[src/hdl/ids_pkg.sv]
// shared types, widths and helper functions for the int8 scaled dot block
// no dependencies
package ids_pkg;

    localparam int ACC_W = 28;
    localparam int FP_W  = 32;
    localparam int W_W   = 8;
    localparam int ROW_W = 3;
    localparam int MAX_ROWS = 8;

    localparam logic [FP_W-1:0] FP_QNAN = 32'h7FC0_0000;

    typedef struct packed {
        logic add;
        logic shift;
        logic load;
    } cell_ctrl_t;

    // leading zero count over 28 bits
    function automatic logic [4:0] lzc28(input logic [27:0] v);
        logic [4:0] n;
        logic       found;
        n = '0;
        found = 1'b0;
        for (int i = 27; i >= 0; i--)
        begin
            if (!found)
            begin
                if (v[i])
                    found = 1'b1;
                else
                    n = n + 5'd1;
            end
        end
        return n;
    endfunction

endpackage

[src/hdl/ids_fmul.sv]
// three-stage fp32 multiplier, round to nearest even, subnormals kept
// depends on ids_pkg
module ids_fmul #(
    parameter int TAG_W = 31
) (
    input  logic                        clk,
    input  logic                        rst_n,
    input  logic                        en,
    input  logic                        in_valid,
    input  logic [ids_pkg::FP_W-1:0]    a,
    input  logic [ids_pkg::FP_W-1:0]    b,
    input  logic [TAG_W-1:0]            in_tag,
    output logic                        res_valid,
    output logic [ids_pkg::FP_W-1:0]    res,
    output logic [TAG_W-1:0]            res_tag
);
    import ids_pkg::*;

    // stage 1: unpack and normalize subnormal inputs
    logic              a_nan, b_nan, a_inf, b_inf, a_zero, b_zero, sgn;
    logic [23:0]       ma, mb;
    logic [4:0]        lza, lzb;
    logic [7:0]        ea_eff, eb_eff;
    logic signed [10:0] expa, expb;
    logic              spec;
    logic [FP_W-1:0]   spec_bits;

    assign sgn    = a[31] ^ b[31];
    assign a_nan  = (a[30:23] == 8'hFF) && (a[22:0] != '0);
    assign b_nan  = (b[30:23] == 8'hFF) && (b[22:0] != '0);
    assign a_inf  = (a[30:23] == 8'hFF) && (a[22:0] == '0);
    assign b_inf  = (b[30:23] == 8'hFF) && (b[22:0] == '0);
    assign a_zero = (a[30:0] == '0);
    assign b_zero = (b[30:0] == '0);
    assign lza    = lzc28({a[30:23] != 8'd0, a[22:0], 4'hF});
    assign lzb    = lzc28({b[30:23] != 8'd0, b[22:0], 4'hF});
    assign ma     = 24'({a[30:23] != 8'd0, a[22:0]} << lza);
    assign mb     = 24'({b[30:23] != 8'd0, b[22:0]} << lzb);
    assign ea_eff = (a[30:23] == 8'd0) ? 8'd1 : a[30:23];
    assign eb_eff = (b[30:23] == 8'd0) ? 8'd1 : b[30:23];
    assign expa   = $signed({3'b000, ea_eff}) - $signed({6'd0, lza});
    assign expb   = $signed({3'b000, eb_eff}) - $signed({6'd0, lzb});

    always_comb
    begin
        spec = 1'b1;
        spec_bits = {sgn, 31'd0};
        if (a_nan || b_nan || (a_inf && b_zero) || (b_inf && a_zero))
            spec_bits = FP_QNAN;
        else if (a_inf || b_inf)
            spec_bits = {sgn, 8'hFF, 23'd0};
        else if (a_zero || b_zero)
            spec_bits = {sgn, 31'd0};
        else
            spec = 1'b0;
    end

    logic               s1_valid_reg;
    logic [TAG_W-1:0]   s1_tag_reg;
    logic               s1_sgn_reg, s1_spec_reg;
    logic [FP_W-1:0]    s1_spec_bits_reg;
    logic [23:0]        s1_ma_reg, s1_mb_reg;
    logic signed [10:0] s1_e_reg;

    // stage 2: significand product
    logic               s2_valid_reg;
    logic [TAG_W-1:0]   s2_tag_reg;
    logic               s2_sgn_reg, s2_spec_reg;
    logic [FP_W-1:0]    s2_spec_bits_reg;
    logic [47:0]        s2_prod_reg;
    logic signed [10:0] s2_e_reg;

    // stage 3: normalize, denormalize, round, pack
    logic signed [10:0] e1;
    logic [47:0]        sig, shifted, lost_mask;
    logic [5:0]         sh;
    logic               normal, g, st, inc;
    logic [23:0]        mant24;
    logic [24:0]        mant25;
    logic [9:0]         base;
    logic [33:0]        pack;
    logic [FP_W-1:0]    res_next;

    always_comb
    begin
        e1 = s2_prod_reg[47] ? (s2_e_reg + 11'sd1) : s2_e_reg;
        sig = s2_prod_reg[47] ? s2_prod_reg : (s2_prod_reg << 1);
        normal = (e1 > 11'sd0);
        if (normal)
            sh = 6'd0;
        else if (e1 < -11'sd24)
            sh = 6'd26;
        else
            sh = 6'(11'sd1 - e1);
        shifted = sig >> sh;
        lost_mask = (48'd1 << sh) - 48'd1;
        mant24 = shifted[47:24];
        g = shifted[23];
        st = (|shifted[22:0]) | (|(sig & lost_mask));
        inc = g & (st | mant24[0]);
        mant25 = {1'b0, mant24} + {24'd0, inc};
        base = normal ? 10'(e1 - 11'sd1) : 10'd0;
        // rounding carry ripples into the exponent field
        pack = {1'b0, base, 23'd0} + {9'd0, mant25};
        if (s2_spec_reg)
            res_next = s2_spec_bits_reg;
        else if (pack >= 34'h07F80_0000)
            res_next = {s2_sgn_reg, 8'hFF, 23'd0};
        else
            res_next = {s2_sgn_reg, pack[30:0]};
    end

    logic               s3_valid_reg;
    logic [TAG_W-1:0]   s3_tag_reg;
    logic [FP_W-1:0]    s3_res_reg;

    always_ff @(posedge clk or negedge rst_n)
    begin
        if (!rst_n)
        begin
            s1_valid_reg <= 1'b0;
            s2_valid_reg <= 1'b0;
            s3_valid_reg <= 1'b0;
        end
        else if (en)
        begin
            s1_valid_reg <= in_valid;
            s2_valid_reg <= s1_valid_reg;
            s3_valid_reg <= s2_valid_reg;
        end
    end

    always_ff @(posedge clk)
    begin
        if (en)
        begin
            s1_tag_reg <= in_tag;
            s1_sgn_reg <= sgn;
            s1_spec_reg <= spec;
            s1_spec_bits_reg <= spec_bits;
            s1_ma_reg <= ma;
            s1_mb_reg <= mb;
            s1_e_reg <= expa + expb - 11'sd127;
            s2_tag_reg <= s1_tag_reg;
            s2_sgn_reg <= s1_sgn_reg;
            s2_spec_reg <= s1_spec_reg;
            s2_spec_bits_reg <= s1_spec_bits_reg;
            s2_prod_reg <= s1_ma_reg * s1_mb_reg;
            s2_e_reg <= s1_e_reg;
            s3_tag_reg <= s2_tag_reg;
            s3_res_reg <= res_next;
        end
    end

    assign res_valid = s3_valid_reg;
    assign res = s3_res_reg;
    assign res_tag = s3_tag_reg;

endmodule

[config.mk]
export PLATFORM = sky130hd
export DESIGN_NAME = ids_fmul
export DESIGN_NICKNAME = d
export VERILOG_FILES = /design/src/hdl/ids_pkg.sv /design/src/hdl/ids_fmul.sv
export SDC_FILE = /design/constraint.sdc
export NUM_CORES = 2
export LEC_CHECK = 0
export BUFFER_PORTS_ARGS = -buffer_cell sky130_fd_sc_hd__buf_4
export CELL_PAD_IN_SITES_DETAIL_PLACEMENT = 1
export CELL_PAD_IN_SITES_GLOBAL_PLACEMENT = 2
export CORE_AREA = 2 2 433 220
export DETAILED_ROUTE_END_ITERATION = 6
export DIE_AREA = 0 0 435 222
export PLACE_DENSITY = 0.95
export SLEW_MARGIN = 20
export SYNTH_ARGS = -nofsm -noshare
export SYNTH_HDL_FRONTEND = slang
export SYNTH_SLANG_ARGS = --single-unit
export TNS_END_PERCENT = 10
[constraint.sdc]
create_clock -name clk -period 12.7 [get_ports clk]
set_input_delay 2.54 -clock clk [delete_from_list [all_inputs] [get_ports clk]]
set_output_delay 2.54 -clock clk [all_outputs]
set_load 0.005 [all_outputs]
==> impl_metrics.csv <==
group,metric,value,unit
synth,synth_cell_types,107,
floorplan,rows,79,
sta,tightestPinTransition,1.27,ns
synth,synth_area,40600,um2
min_path,hold_class,"register to register",
clock_tree,root_buffer,"clkbuf_16",
placement,place_congestion,0.930,
sta,rsz0062_at_grt,"yes",
synth,ys_top_cells_by_count,"621 x nand2_1, 581 x inv_1, 485 x fa_1",
routing,final_antenna_net_count,0,
layout,drive_above_1_share,0.173,
setup_path,critPathLaunchType,"input pin",
setup_path,arrival,15.55,ns
layout,regArea,7670,um2
setup_path,timing.rr.end,"s2_prod_reg[46]",
global_routing,grt_max_degree,116,
synth,syn_nets,5381,
layout,area_growth,16.0,%
placement,dpl_worst_slack,-3.16,ns
layout,largest_register_ffs,48,
synth,syn_avg_cell_area,8.93,um2
sta,fmax,65.7,MHz
sta,drv_slew,0,
clock_tree,path_clk_slew,0.06,ns
min_path,hold_start,"s1_tag_reg[6]",
routing,wire_per_inst,23.5,um
placement,portBuffers,162,
synth,synth-edff-count,253,
placement,hpwl,108,mm
setup_path,r2r_slack,3.60,ns
global_routing,grt_pass1_wl,227,mm
layout,fillCellCount,10800,
synth,seq_area_frac_synth,0.189,
global_routing,grt_usage,0.295,
setup_path,slowest_delay,0.35,ns
outcome,violations,"setup timing",
global_routing,gr-total-overflow,0,
sta,slew_headroom,0.151,
floorplan,fp.dieH,222,um
min_path,hold_path_end,"s2_tag_reg[6]",
synth,synth_top_area_share,0.239,
setup_path,worst_r2r_startpoint,"s1_mb_reg[2]",
global_routing,grt_pass1_vias,40000,
sta,min_period_over_period,1.20,
setup_path,endpoint_kind,"register",
routing,vias_per_cell,5.86,
synth,synth_top_cell_by_area,"fa_1",
clock_tree,cts_tree,"yes",
setup_path,rr_worst_depth,26,
setup_path,crit_top_cell,"ha_1",
run,maxCapViolCount,0,
synth,synth_warnings,0,
routing,drt_iter0_drc,2823,
floorplan,die_x,435,um
setup_path,crit_type,"input pin to register",
synth,yosys.cell_count.top_type,"nand2_1",
clock_tree,cts_htree_levels,1,
sta,setup_viol,58,
global_routing,grt_antenna_before_repair,3,
setup_path,worst_ep_required_time,13.04,ns
routing,drc,0,
clock_tree,clk_latency,0.60,ns
floorplan,fp.coreArea,92500,um2
synth,synth_area_leaders,"fa_1 24%, edfxtp_1 19%, ha_1 7.7%",
setup_path,path_buf_inv,6,
floorplan,io_pins,163,
outcome,status,"finished with violations",
min_path,hold_depth,0,
layout,multi_input_area,30500,um2
setup_path,cp_slowest_cell,"nor4_4",
routing,drt-pass1-iter-count,5,
routing,vias,36200,
sta,skew,0.0172,ns
setup_path,cp_top_family,"adder cells",
synth,syn_inst,4548,
clock_tree,clock-sinks,256,
routing,drt_wl_total,145,mm
floorplan,die-area,96600,um2
layout,nNetsFinal,5726,
clock_tree,cts_made_buffers,27,
clock_tree,hold_buffers,0,
setup_path,crit_path_max_fanout,3,
synth,synthFlopType,"edfxtp_1",
synth,ys_ff_latch,256,
clock_tree,clock_tree.buffer_depth,3,
sta,final-hold-violation-count,0,
floorplan,initial_core_util,0.439,
sta,fin_crit,15.21,ns
sta,setup_ws,-2.51,ns
synth,ys_async_sr_fraction,0.0117,
[worst reg2reg max path, delay by kind of cell, from the launching register on]
family | cells | cell delay (ns)
DFF | 1 | 1.07
AOI/OAI and AO/OA | 9 | 2.56
xor gates and xnor gates | 1 | 0.16
adders and majority gates | 8 | 3.93
buffers and inverters | 2 | 0.12
and+or+nand+nor | 6 | 1.02
[stage by stage]
step | utilization | TNS, ns | area [um2] | hold WS [ns] | cells
after floorplan | - | -28.57 | 40700 | 0.400 | 4548
after global placement | 0.489 | -54.24 | 45200 | 0.400 | 6071
after detailed placement | 0.489 | -94.33 | 45200 | 0.406 | 6071
after CTS | 0.505 | -62.22 | 46700 | 0.422 | 6158
after global routing | 0.509 | -110.14 | 47100 | 0.426 | 6168
final | 0.509 | -75.85 | 47100 | 0.420 | 6169
[what timing repair did]
item	CTS	global route
endpoints found under the hold margin	0	0
setup buffers	40	9
setup endpoints to repair	58	58
pin swaps	46	48
gates resized for setup	82	52
[metal layers]
| layer | track usage | wire length, um |
|---|---|---|
| met4 | 0.0981 | 5390 |
| met2 | 0.507 | 70100 |
| met1 | 0.378 | 58900 |
| met5 | 0 | 0 |
| met3 | 0.0451 | 10500 |
[worst max path at each step]
stage / depth (start not counted) / start / endpoint
after global routing: 78 / b[27] / s1_e_reg[9]
after CTS: 80 / b[24] / s1_e_reg[9]
after detailed placement: 77 / b[27] / s1_e_reg[9]
after global placement: 80 / b[27] / s1_e_reg[10]
after floorplan: 78 / b[27] / s1_e_reg[9]
final: 78 / b[27] / s1_e_reg[9]
[area by class of cell]
cell class / count / area share
multi-input combinational: 3465 / 0.647
sequential: 256 / 0.163
timing repair buffer: 557 / 0.0919
inverter: 586 / 0.0467
tap: 1255 / 0.0334
clock buffer: 33 / 0.0148
clock inverter: 16 / 0.00316
antenna: 1 / 0.0000532
[cell usage in the layout (no fill, tap or decap), types with 15 or more instances in the layout]
| master | synthesis | layout |
|---|---|---|
| xnor2_1 | 130 | 121 |
| edfxtp_1 | 253 | 253 |
| buf_6 | 2 | 20 |
| o21bai_1 | 17 | 15 |
| a31oi_1 | 28 | 26 |
| nand3_1 | 83 | 82 |
| fa_1 | 485 | 485 |
| mux2i_1 | 142 | 131 |
| a22oi_1 | 30 | 27 |
| a211oi_1 | 32 | 28 |
| o21ai_1 | 7 | 17 |
| inv_1 | 581 | 574 |
| o22ai_1 | 33 | 32 |
| o21a_1 | 30 | 30 |
| mux2_2 | 56 | 55 |
| nor2b_1 | 45 | 42 |
| clkbuf_16 | 0 | 27 |
| o211ai_1 | 51 | 51 |
| nor3_1 | 86 | 74 |
| and3_1 | 32 | 32 |
| or3_1 | 32 | 32 |
| a21o_1 | 27 | 27 |
| nand2_1 | 621 | 619 |
| ha_1 | 249 | 239 |
| nor2_1 | 234 | 228 |
| nand4_1 | 41 | 41 |
| buf_4 | 4 | 529 |
| or2_2 | 27 | 27 |
| xor2_1 | 58 | 52 |
| nand2b_1 | 34 | 33 |
| nor4_1 | 30 | 28 |
| and2_1 | 239 | 238 |
| o21ai_0 | 140 | 129 |
| a21oi_1 | 183 | 169 |
[cell families after synthesis]
| kind of cell | after synthesis | share of synthesized area |
|---|---|---|
| DFF | 256 | 0.189 |
| buffers and inverters | 827 | 0.0783 |
| AOI/OAI and AO/OA | 732 | 0.120 |
| and+or+nand+nor | 1580 | 0.190 |
| xor gates and xnor gates | 205 | 0.0497 |
| adders and majority gates | 743 | 0.318 |
| muxes | 205 | 0.0544 |
Power is left out: the tool's default activity adds up to more than one toggle a clock period on the data nets, which glitch-free logic cannot reach.
