[config.mk]
export PLATFORM = sky130hd
export DESIGN_NAME = ids_cell
export DESIGN_NICKNAME = d
export VERILOG_FILES = /design/src/hdl/ids_pkg.sv /design/src/hdl/ids_cell.sv
export SDC_FILE = /design/constraint.sdc
export NUM_CORES = 1
export LEC_CHECK = 0
export BUFFER_PORTS_ARGS = -buffer_cell sky130_fd_sc_hd__clkbuf_2
export CAP_MARGIN = 20
export CORE_MARGIN = 4
export CORE_UTILIZATION = 49
export DETAILED_ROUTE_END_ITERATION = 8
export HOLD_SLACK_MARGIN = 0.12
export PLACE_DENSITY = 0.87
export SYNTH_ARGS = -nofsm -noshare
export SYNTH_HDL_FRONTEND = slang
export SYNTH_SLANG_ARGS = --single-unit
[constraint.sdc]
create_clock -name clk -period 2.95 [get_ports clk]
set_clock_uncertainty 0.15 [all_clocks]
set_input_delay 0.59 -clock clk [delete_from_list [all_inputs] [get_ports clk]]
set_output_delay 0.59 -clock clk [all_outputs]
set_load 0.01 [all_outputs]
[src/hdl/ids_pkg.sv]
// shared types, widths and helper functions for the int8 scaled dot block
// no dependencies
package ids_pkg;

    localparam int ACC_W = 28;
    localparam int FP_W  = 32;
    localparam int W_W   = 8;
    localparam int ROW_W = 3;
    localparam int MAX_ROWS = 8;

    localparam logic [FP_W-1:0] FP_QNAN = 32'h7FC0_0000;

    typedef struct packed {
        logic add;
        logic shift;
        logic load;
    } cell_ctrl_t;

    // leading zero count over 28 bits
    function automatic logic [4:0] lzc28(input logic [27:0] v);
        logic [4:0] n;
        logic       found;
        n = '0;
        found = 1'b0;
        for (int i = 27; i >= 0; i--)
        begin
            if (!found)
            begin
                if (v[i])
                    found = 1'b1;
                else
                    n = n + 5'd1;
            end
        end
        return n;
    endfunction

endpackage

[src/hdl/ids_cell.sv]
// one row cell: accumulator and row scale, shifts toward row 0 during drain
// depends on ids_pkg
module ids_cell (
    input  logic                              clk,
    input  logic                              rst_n,
    input  ids_pkg::cell_ctrl_t               ctrl,
    input  logic signed [ids_pkg::W_W-1:0]    act,
    input  logic signed [ids_pkg::W_W-1:0]    w,
    input  logic        [ids_pkg::FP_W-1:0]   scale_data,
    input  logic        [ids_pkg::ACC_W-1:0]  acc_in,
    input  logic        [ids_pkg::FP_W-1:0]   scale_in,
    output logic        [ids_pkg::ACC_W-1:0]  acc,
    output logic        [ids_pkg::FP_W-1:0]   scale
);
    import ids_pkg::*;

    logic [ACC_W-1:0]        acc_reg, acc_next;
    logic [FP_W-1:0]         scale_reg, scale_next;
    logic signed [2*W_W-1:0] prod;

    assign prod = w * act;

    always_comb
    begin
        acc_next = acc_reg;
        scale_next = scale_reg;
        if (ctrl.shift)
        begin
            acc_next = acc_in;
            scale_next = scale_in;
        end
        else
        begin
            if (ctrl.add)
                acc_next = acc_reg + ACC_W'(prod);
            if (ctrl.load)
                scale_next = scale_data;
        end
    end

    always_ff @(posedge clk or negedge rst_n)
    begin
        if (!rst_n)
        begin
            acc_reg <= '0;
            scale_reg <= '0;
        end
        else
        begin
            acc_reg <= acc_next;
            scale_reg <= scale_next;
        end
    end

    assign acc = acc_reg;
    assign scale = scale_reg;

endmodule

==> flow_summary.toml, run 1 <==
[finish]
fin_nets = 1291
largest_reg_flops = 32
syn2layout_area_growth_pct = 56.4
regArea_mm2 = 0.00150
fillers = 702
multi_input_area_mm2 = 0.00543
drive_above_1_share = 0.467
diodes = 0

[die]
rows = 41
core-area_mm2 = 0.0128
io_pins = 173
die_area_mm2 = 0.0152
initial_core_util = 0.508
die_h_um = 123
die_x_um = 123

[detailed_routing]
drt.antenna.violating_nets = 0
drtIter0Drc = 442
routed_via_density = 5.67
routedWlPerCell_um = 19.7
drt_wl_total_um = 24500
detail_route.first_pass.iterations = 5
via_count = 7033
route.detailed.drc = 0

[setup_path]
ff2ff_path_depth = 11
reg2reg_slack_ns = -0.27
cp.required_ns = 3.06
cpMostUsedCell = "fa_1"
cp_slowest_cell = "fa_1"
arrival_ns = 6.87
rr_startpoint = "acc[0]$_DFFE_PN0P_"
worstReg2RegEnd = "acc[20]$_DFFE_PN0P_"
start_kind = "input pin"
crit_buf_inv = 4
worst_path_largest_cell_delay_ns = 0.57
critPathKind = "input pin to flop"
crit_fanout = 7
cp_top_family = "adder cells"
crit_path_end_kind = "flop"

[global_route]
grt_usage = 0.286
antenna_found_initial = 0
grt_pass1_vias = 7135
grt_pass1_wl_um = 34300
grt_max_degree = 70
grt_overflow_total = 0
met3_usage = 0.0576
met2_usage = 0.502
grtUsageMet1 = 0.344
grt-busiest-layer = "met2"

[timing]
rsz0062_at_grt = "yes"
finalSetupViolCount = 25
slew_violations = 0
worst_slew_pin_slew_ns = 0.800
max_clock_freq_mhz = 148
setup_slack_ns = -3.81
whs_ns = 0.269
finalHoldViolations = 0
finalCritPeriodShare = 2.29
max-slew-margin-rel = 0.466
period_needed_ns = 6.76

[status]
violations = "setup timing"
outcome = "finished, violations left"

[flow_run]
max_cap_violations = 0

[clock_tree]
cts_num_sinks = 60
cts_root_buf = "clkbuf_16"
clkSlewWorstSetupHoldPaths_ns = 0.06
clk_path_buf_depth = 2
htree_levels = 3
cts-buffers-inserted = 9
clk_latency_ns = 0.33
cts_tree = "yes"
hold_buffers = 0

[yosys]
synth_top_area_cell = "dfrtp_1"
post-synth-top-count-cell = "inv_1"
ys_top_cells_by_count = "100 x inv_1, 77 x nand2_1, 69 x o21ai_0"
synth_top_area_share = 0.230
yosys-top-cells-area = "dfrtp_1 23%, fa_1 17%, ha_1 11%"
ys_ff_latch = 60
syn-instance-count = 734
syn_avg_cell_area_um2 = 8.88
yosys_warnings = 0
async_flop_share = 1.00
synth_ff_type = "dfrtp_1"
yosys.cell_types.count = 50
synth_nets = 961
seq_area_frac_synth = 0.230
synth_edf_count = 0
netlist_area_mm2 = 0.00652

[place]
place_congestion = 0.942
post-dp-hpwl_um = 15600
port_buffers = 172

[hold_path]
hp-class = "input pin to async pin"
## worst max path at each step
stage / end / startpoint / cells past startpoint / slack, ns
after floorplan: acc[27]$_DFFE_PN0P_ / act[4] / 28 / -3.62
after global placement: acc[27]$_DFFE_PN0P_ / act[7] / 29 / -3.87
after detailed placement: acc[27]$_DFFE_PN0P_ / act[4] / 29 / -4.01
after CTS: acc[27]$_DFFE_PN0P_ / act[4] / 29 / -3.64
after global routing: acc[27]$_DFFE_PN0P_ / act[6] / 28 / -4.05
final: acc[27]$_DFFE_PN0P_ / act[6] / 28 / -3.81
## layout by cell type, fill, tap and decap left out, types with 6 or more instances in the layout
cell type  netlist  final
a21oi_1         33     14
mux2i_1         41     41
o21a_1           8      8
xnor2_2          0      9
nand2_1         77     75
inv_2            0     17
buf_8            0      7
buf_4            0    128
nor2_1          22     18
ha_1            58     30
a21oi_2          0     13
buf_6            0     38
clkbuf_16        0     11
ha_4             0     24
clkbuf_2         0    161
and2_1          44     25
xnor2_1         29     18
o21bai_1         9      8
and2_4           0     19
fa_1            56     53
a21oi_4          0      6
o21ai_0         69     44
o21ai_1          0     20
nor2b_1         13     11
inv_1          100     81
dfrtp_1         60     60
a21o_1          17     17
## metal layers
layer,share of wire,up-vias
met2,0.52,390
met5,0,-
met1,0.36,3415
li1,-,3121
met3,0.069,107
met4,0.049,0
## layout make-up
type,instances,share of cell area
flip-flops and latches,60,0.147
well taps,172,0.0211
multi-input cells,553,0.532
clock inverters,6,0.00626
clock buffers,10,0.0225
inverters,101,0.0377
repair buffers,339,0.233
## cell families (layout without fill, tap and decap cells)
logic type / Yosys count / after routing / synth area share
mux: 42 / 42 / 0.0647
xor+xnor: 32 / 32 / 0.0430
compound gates: 172 / 172 / 0.163
buf+inv: 121 / 456 / 0.0697
flops: 60 / 60 / 0.230
fa+ha+maj: 114 / 114 / 0.283
simple gates: 193 / 193 / 0.146
## worst register-to-register path: stages (launching register included)
cell      delay [ns]
dfrtp_1         0.39
ha_1            0.23
fa_1            0.42
a21o_1          0.21
a21oi_1         0.27
o21ai_0         0.19
a21oi_2         0.23
a2111o_1        0.26
a21boi_2        0.09
or3_1           0.33
a31oi_1         0.20
o21ai_1         0.11
## through the flow
stage	setup WS (ns)	area, µm²	cells	setup TNS [ns]	utilization
floorplan	-3.62	6790	734	-57.89	-
global placement	-3.87	8850	1199	-71.57	0.690
detailed placement	-4.01	8850	1199	-73.62	0.690
global route	-4.05	10200	1241	-74.64	0.795
finish	-3.81	10200	1241	-69.33	0.795
CTS	-3.64	9750	1229	-65.10	0.760
## what timing repair did
| action | in CTS | in global routing |
|---|---|---|
| endpoints found under the setup margin | 25 | 25 |
| pin swaps | 62 | 75 |
| hold endpoints to repair | 0 | 0 |
| gates resized for setup | 113 | 74 |
| setup buffers | 14 | 14 |
Power of run 1 is not shown: default switching activity piles up to over one toggle a cycle in this logic, so the estimate is an artifact.
==> run 2: changes to the inputs <==
ABC_AREA = 1   (was not set)
CORE_UTILIZATION = 56   (was 49)
PLACE_DENSITY = 0.92   (was 0.87)
clock period = 7.4 ns   (was 2.95 ns; I/O delays follow)
==> run 2 against run 1 <==
The flow now finishes without violations. Final area decreased by 17%. Critical path depth unchanged. Global-route usage fell by 0.95 points. Setup slack gained 4.2 ns. Worst hold slack improved by 0.11 ns. Sequential cell count did not move. First-iteration DRC count is 3.2% higher. Synthesized cell count is 37% higher. Critical path type unchanged. Via count rose by 1.9%. Non-clock buffer count is 158 lower. Wire length is 21% lower.
==> flow_summary.toml, run 2 <==
[yosys]
synth_top_area_cell = "dfrtp_1"
syn_avg_cell_area_um2 = 7.12
synth_fa_ha_area_frac = 0.259
netlist_area_mm2 = 0.00714
async_flop_share = 1.00
yosys.cell_types.count = 35
yosys_warnings = 0
syn-instance-count = 1003
post-synth-top-count-cell = "nand2_1"
seq_area_frac_synth = 0.210
synth_ff_type = "dfrtp_1"
muxShareOfSynthArea = 0
synthSimpleGateAreaFrac = 0.238
ys_top_cells_by_count = "240 x nand2_1, 219 x inv_1, 81 x nand3_1"
synth_nets = 1230
ys_ff_latch = 60
synth-compound-area-share = 0.132
synth_xor_xnor_area_share = 0.0245
synth_top_family_by_area = "adder cells"
yosys-top-cells-area = "dfrtp_1 21%, fa_1 16%, nand2_1 13%"
synth_top_area_share = 0.210
synth_edf_count = 0

[clock_tree]
cts-buffers-inserted = 9
clk_latency_ns = 0.33
cts_root_buf = "clkbuf_16"
cts_tree = "yes"
hold_buffers = 0
cts_num_sinks = 60
clk_path_buf_depth = 2
htree_levels = 3
clkSlewWorstSetupHoldPaths_ns = 0.06

[place]
post-dp-hpwl_um = 15700
port_buffers = 172
place_congestion = 0.931

[die]
rows = 40
io_pins = 173
die_h_um = 121
core-area_mm2 = 0.0123
initial_core_util = 0.582
die_area_mm2 = 0.0146
die_x_um = 121

[timing]
worst_slew_pin_slew_ns = 0.920
slew_violations = 0
max_clock_freq_mhz = 143
fin_setup_tns_ns = 0
rsz0062_at_grt = "no"
max-slew-margin-rel = 0.386
finalSetupViolCount = 0
period_needed_ns = 6.99
finalCritPeriodShare = 0.944
finalHoldViolations = 0

[flow_run]
max_cap_violations = 0

[finish]
largest_reg_flops = 32
drive_above_1_share = 0.186
mostFrequentLayoutCells = "240 x nand2_1, 219 x inv_1, 172 x clkbuf_2"
diodes = 0
layout_commonest_cell = "nand2_1"
fin_nets = 1385
syn2layout_area_growth_pct = 18.8

[setup_path]
cpMostUsedCell = "inv_1"
worst_path_largest_cell_delay_ns = 0.55
cp.required_ns = 7.47
arrival_ns = 7.06
crit_path_end_kind = "flop"
start_kind = "input pin"
crit_fanout = 14
cp_slowest_cell = "fa_1"
critPathKind = "input pin to flop"

[detailed_routing]
route.detailed.drc = 0
drtIter0Drc = 456
detail_route.first_pass.iterations = 5
drt.antenna.violating_nets = 0
routedWlPerCell_um = 14.6
routed_via_density = 5.38
drt_wl_total_um = 19500
via_count = 7166

[hold_path]
hp-class = "flop to flop"

[global_route]
grt_overflow_total = 0
antenna_found_initial = 0
grt_pass1_vias = 7246
grt_max_degree = 65
grt_pass1_wl_um = 33000
grt_usage = 0.277

[status]
outcome = "finished clean"
run 2: cell count changes in the layout (fill, tap and decap cells not counted), moves of 17 or more:
cell	previous run	this run
nand2_1	75	240
inv_1	81	219
buf_4	128	8
nand3_1	4	81
mux2i_1	41	0
buf_6	38	0
o211ai_1	2	39
a21oi_1	14	45
nor2_1	18	47
ha_1	30	58
ha_4	24	0
and2_1	25	2
and2_4	19	0
inv_2	17	0
run 2: path summary, 6_finish.rpt:
path / cells past startpoint / startpoint / end / slack, ns
worst min-delay path: 2 / acc[24]$_DFFE_PN0P_ / acc[24]$_DFFE_PN0P_ / 0.38
max in group asynchronous: 2 / rst_n / scale[21]$_DFFE_PN0P_ / 5.40
worst min register to register: 2 / acc[24]$_DFFE_PN0P_ / acc[24]$_DFFE_PN0P_ / 0.38
worst max register to register: 13 / acc[0]$_DFFE_PN0P_ / acc[14]$_DFFE_PN0P_ / 5.00
worst max-delay path: 28 / act[7] / acc[18]$_DFFE_PN0P_ / 0.41
min in group asynchronous: 2 / rst_n / acc[4]$_DFFE_PN0P_ / 1.16
run 2: area by class of cell:
class / count / area (µm²)
inverters: 219 / 822
multi-input cells: 687 / 4660
clock inverters: 6 / 111
clock buffers: 10 / 239
repair buffers: 181 / 941
well taps: 168 / 210
fillers: 1025 / 3780
flip-flops and latches: 60 / 1500
run 2: worst max-delay path: cells and delay by family:
kind                       cells  cell delay, ns
adders and majority gates      6            2.80
AOI/OAI and AO/OA              3            0.59
buffers and inverters          8            0.67
and+or+nand+nor               11            1.50
run 2: kinds of logic after synthesis:
family                   Yosys count
AO/OA/AOI/OAI                    150
AND/OR/NAND/NOR                  403
flip-flops                        60
adder cells (fa/ha/maj)          114
buffers and inverters            256
XOR/XNOR                          20
run 2: layer usage:
layer / global-route usage / routed length [µm]
met5: 0 / 0
met4: 0.0885 / 463
met3: 0.0485 / 1520
met2: 0.481 / 9510
met1: 0.350 / 7960
run 2: repair_timing:
item / in CTS / in global routing
setup endpoints to repair: 0 / 4
buffers inserted: 0 / 0
gates resized for setup: 0 / 2
run 2: stage by stage:
| stage | std cells | worst slack, ns | util | instance area [µm²] | hold WS [ns] |
|---|---|---|---|---|---|
| detailed placement | 1315 | 0.0334 | 0.663 | 8130 | 0.371 |
| global route | 1331 | 0.0156 | 0.692 | 8490 | 0.414 |
| CTS | 1331 | 0.359 | 0.692 | 8480 | 0.385 |
| finish | 1331 | 0.411 | 0.692 | 8490 | 0.381 |
| global placement | 1315 | 0.0784 | 0.663 | 8130 | 0.362 |
| floorplan | 1003 | 0.493 | - | 7140 | 0.401 |
Power of run 2 is left out for the same reason.
==> run 3: changes to the inputs <==
CORE_UTILIZATION = 57   (was 56)
CTS_BUF_LIST = sky130_fd_sc_hd__clkbuf_4 sky130_fd_sc_hd__clkbuf_8   (was not set)
PLACE_DENSITY = 0.93   (was 0.92)
==> run 3 against run 2 <==
Global-route usage grew 0.053 points. Maximum frequency shrank 0.94%. Final area shrank 1.9%. Register-to-register slack is essentially flat. Sequential cell count is the same. Cell count shrank 0.15%. Critical path depth shrank 2. Die area shrank 1.6%. Worst hold slack gained 0.0018 ns. Setup slack lost 0.066 ns. Non-clock buffer count shrank 2. Count of clock-buffer cells in the layout shrank 1. Largest cell class unchanged.
==> flow_summary.toml, run 3 (synthesis results as in run 2) <==
[clock_tree]
htree_levels = 3
cts_root_buf = "clkbuf_8"
cts_resized = 0
cts_num_sinks = 60
postCtsSetupBuffers = 0
clk_path_buf_depth = 2
clkSlewWorstSetupHoldPaths_ns = 0.08
cts_tree = "yes"
hold_buffers = 0
clk_latency_ns = 0.35
cts-buffers-inserted = 9

[detailed_routing]
routedWlPerCell_um = 14.6
detail_route.first_pass.iterations = 5
drtIter0Drc = 525
drt_wl_total_um = 19400
via_count = 7217
route.detailed.drc = 0
routed_via_density = 5.43
drt.antenna.violating_nets = 0

[timing]
period_needed_ns = 7.05
finalSetupViolCount = 0
slew_violations = 0
worst_slew_pin_slew_ns = 0.955
fin_setup_tns_ns = 0
max-slew-margin-rel = 0.363
finalCritPeriodShare = 0.953
max_clock_freq_mhz = 142
finalHoldViolations = 0
rsz0062_at_grt = "no"

[hold_path]
hp-class = "flop to flop"
min_from = "acc[11]$_DFFE_PN0P_"

[global_route]
grt_max_degree = 65
grt_pass1_wl_um = 32800
antenna_found_initial = 0
grt_usage = 0.277
grt_overflow_total = 0
grt_pass1_vias = 7218

[finish]
largest_reg_flops = 32
layout_commonest_cell = "nand2_1"
fillers = 996
syn2layout_area_growth_pct = 16.6
multi_input_area_mm2 = 0.00466
regArea_mm2 = 0.00150
diodes = 0
mostFrequentLayoutCells = "240 x nand2_1, 219 x inv_1, 172 x clkbuf_2"
drive_above_1_share = 0.183
fin_nets = 1383

[setup_path]
reg2reg_slack_ns = 5.00
crit_path_end_kind = "flop"
rr_startpoint = "acc[0]$_DFFE_PN0P_"
cp.required_ns = 7.50
crit_fanout = 8
start_kind = "input pin"
critPathKind = "input pin to flop"
arrival_ns = 7.15
crit_path_start = "act[7]"

[die]
initial_core_util = 0.587
core-area_mm2 = 0.0122
io_pins = 173
die_h_um = 120
rows = 40
die_area_mm2 = 0.0144
die_x_um = 120

[status]
outcome = "finished clean"

[place]
port_buffers = 172
place_congestion = 0.965
post-dp-hpwl_um = 15800

[flow_run]
max_cap_violations = 0
run 3: changes by cell type in the layout (fill, tap and decap cells not counted), sizes merged:
cell / previous run / this run
clkinv: 2 / 4
clkbuf: 182 / 181
inv: 219 / 221
bufinv: 3 / 1
clkinvlp: 1 / 0
buf: 9 / 7
run 3: path summary, 6_finish.rpt:
| path | endpoint | depth (start not counted) |
|---|---|---|
| max in group asynchronous | scale[0]$_DFFE_PN0P_ | 2 |
| min in group asynchronous | acc[26]$_DFFE_PN0P_ | 2 |
| hold reg to reg | acc[11]$_DFFE_PN0P_ | 2 |
| setup reg to reg | acc[20]$_DFFE_PN0P_ | 12 |
| setup / recovery | acc[18]$_DFFE_PN0P_ | 26 |
| hold / removal | acc[11]$_DFFE_PN0P_ | 2 |
run 3: final cells by class:
class,count,area share
timing repair buffer,179,0.112
inverter,219,0.0988
tap,168,0.0253
sequential,60,0.180
multi-input combinational,687,0.560
clock buffer,9,0.0149
clock inverter,7,0.00902
run 3: metal layers:
metal | GRT usage | vias up | wire length, µm
met5 | 0 | - | 0
met2 | 0.471 | 351 | 9450
met4 | 0.103 | 0 | 588
met3 | 0.0495 | 43 | 1600
met1 | 0.354 | 3359 | 7800
li1 | - | 3464 | -
run 3: critical path, stage by stage:
cell and delay [ns]:
clkbuf_2 0.10, inv_1 0.13, or2_2 0.32, fa_1 0.52, fa_1 0.56, inv_1 0.06
fa_1 0.53, inv_1 0.06, fa_1 0.53, inv_1 0.04, ha_1 0.37, nand2_1 0.08
nor2_1 0.17, a21oi_1 0.12, o21ai_0 0.24, xor2_1 0.26, ha_1 0.33, a21oi_1 0.24
o21ai_1 0.12, inv_1 0.14, o21bai_1 0.11, inv_1 0.06, nand3_1 0.13, or2_2 0.30
nand3_1 0.08, nand2_1 0.05
run 3: stage by stage:
step / setup slack (ns) / std cells / cell area [µm²] / hold WS [ns] / utilization
2_1_floorplan: 0.493 / 1003 / 7140 / 0.401 / -
3_3_place_gp: 0.188 / 1312 / 8110 / 0.364 / 0.667
3_5_place_dp: 0.0919 / 1313 / 8130 / 0.368 / 0.668
4_1_cts: 0.437 / 1329 / 8320 / 0.388 / 0.684
5_1_grt: 0.0755 / 1329 / 8320 / 0.404 / 0.684
6_report: 0.345 / 1329 / 8320 / 0.383 / 0.684
Power of run 3 is left out for the same reason.
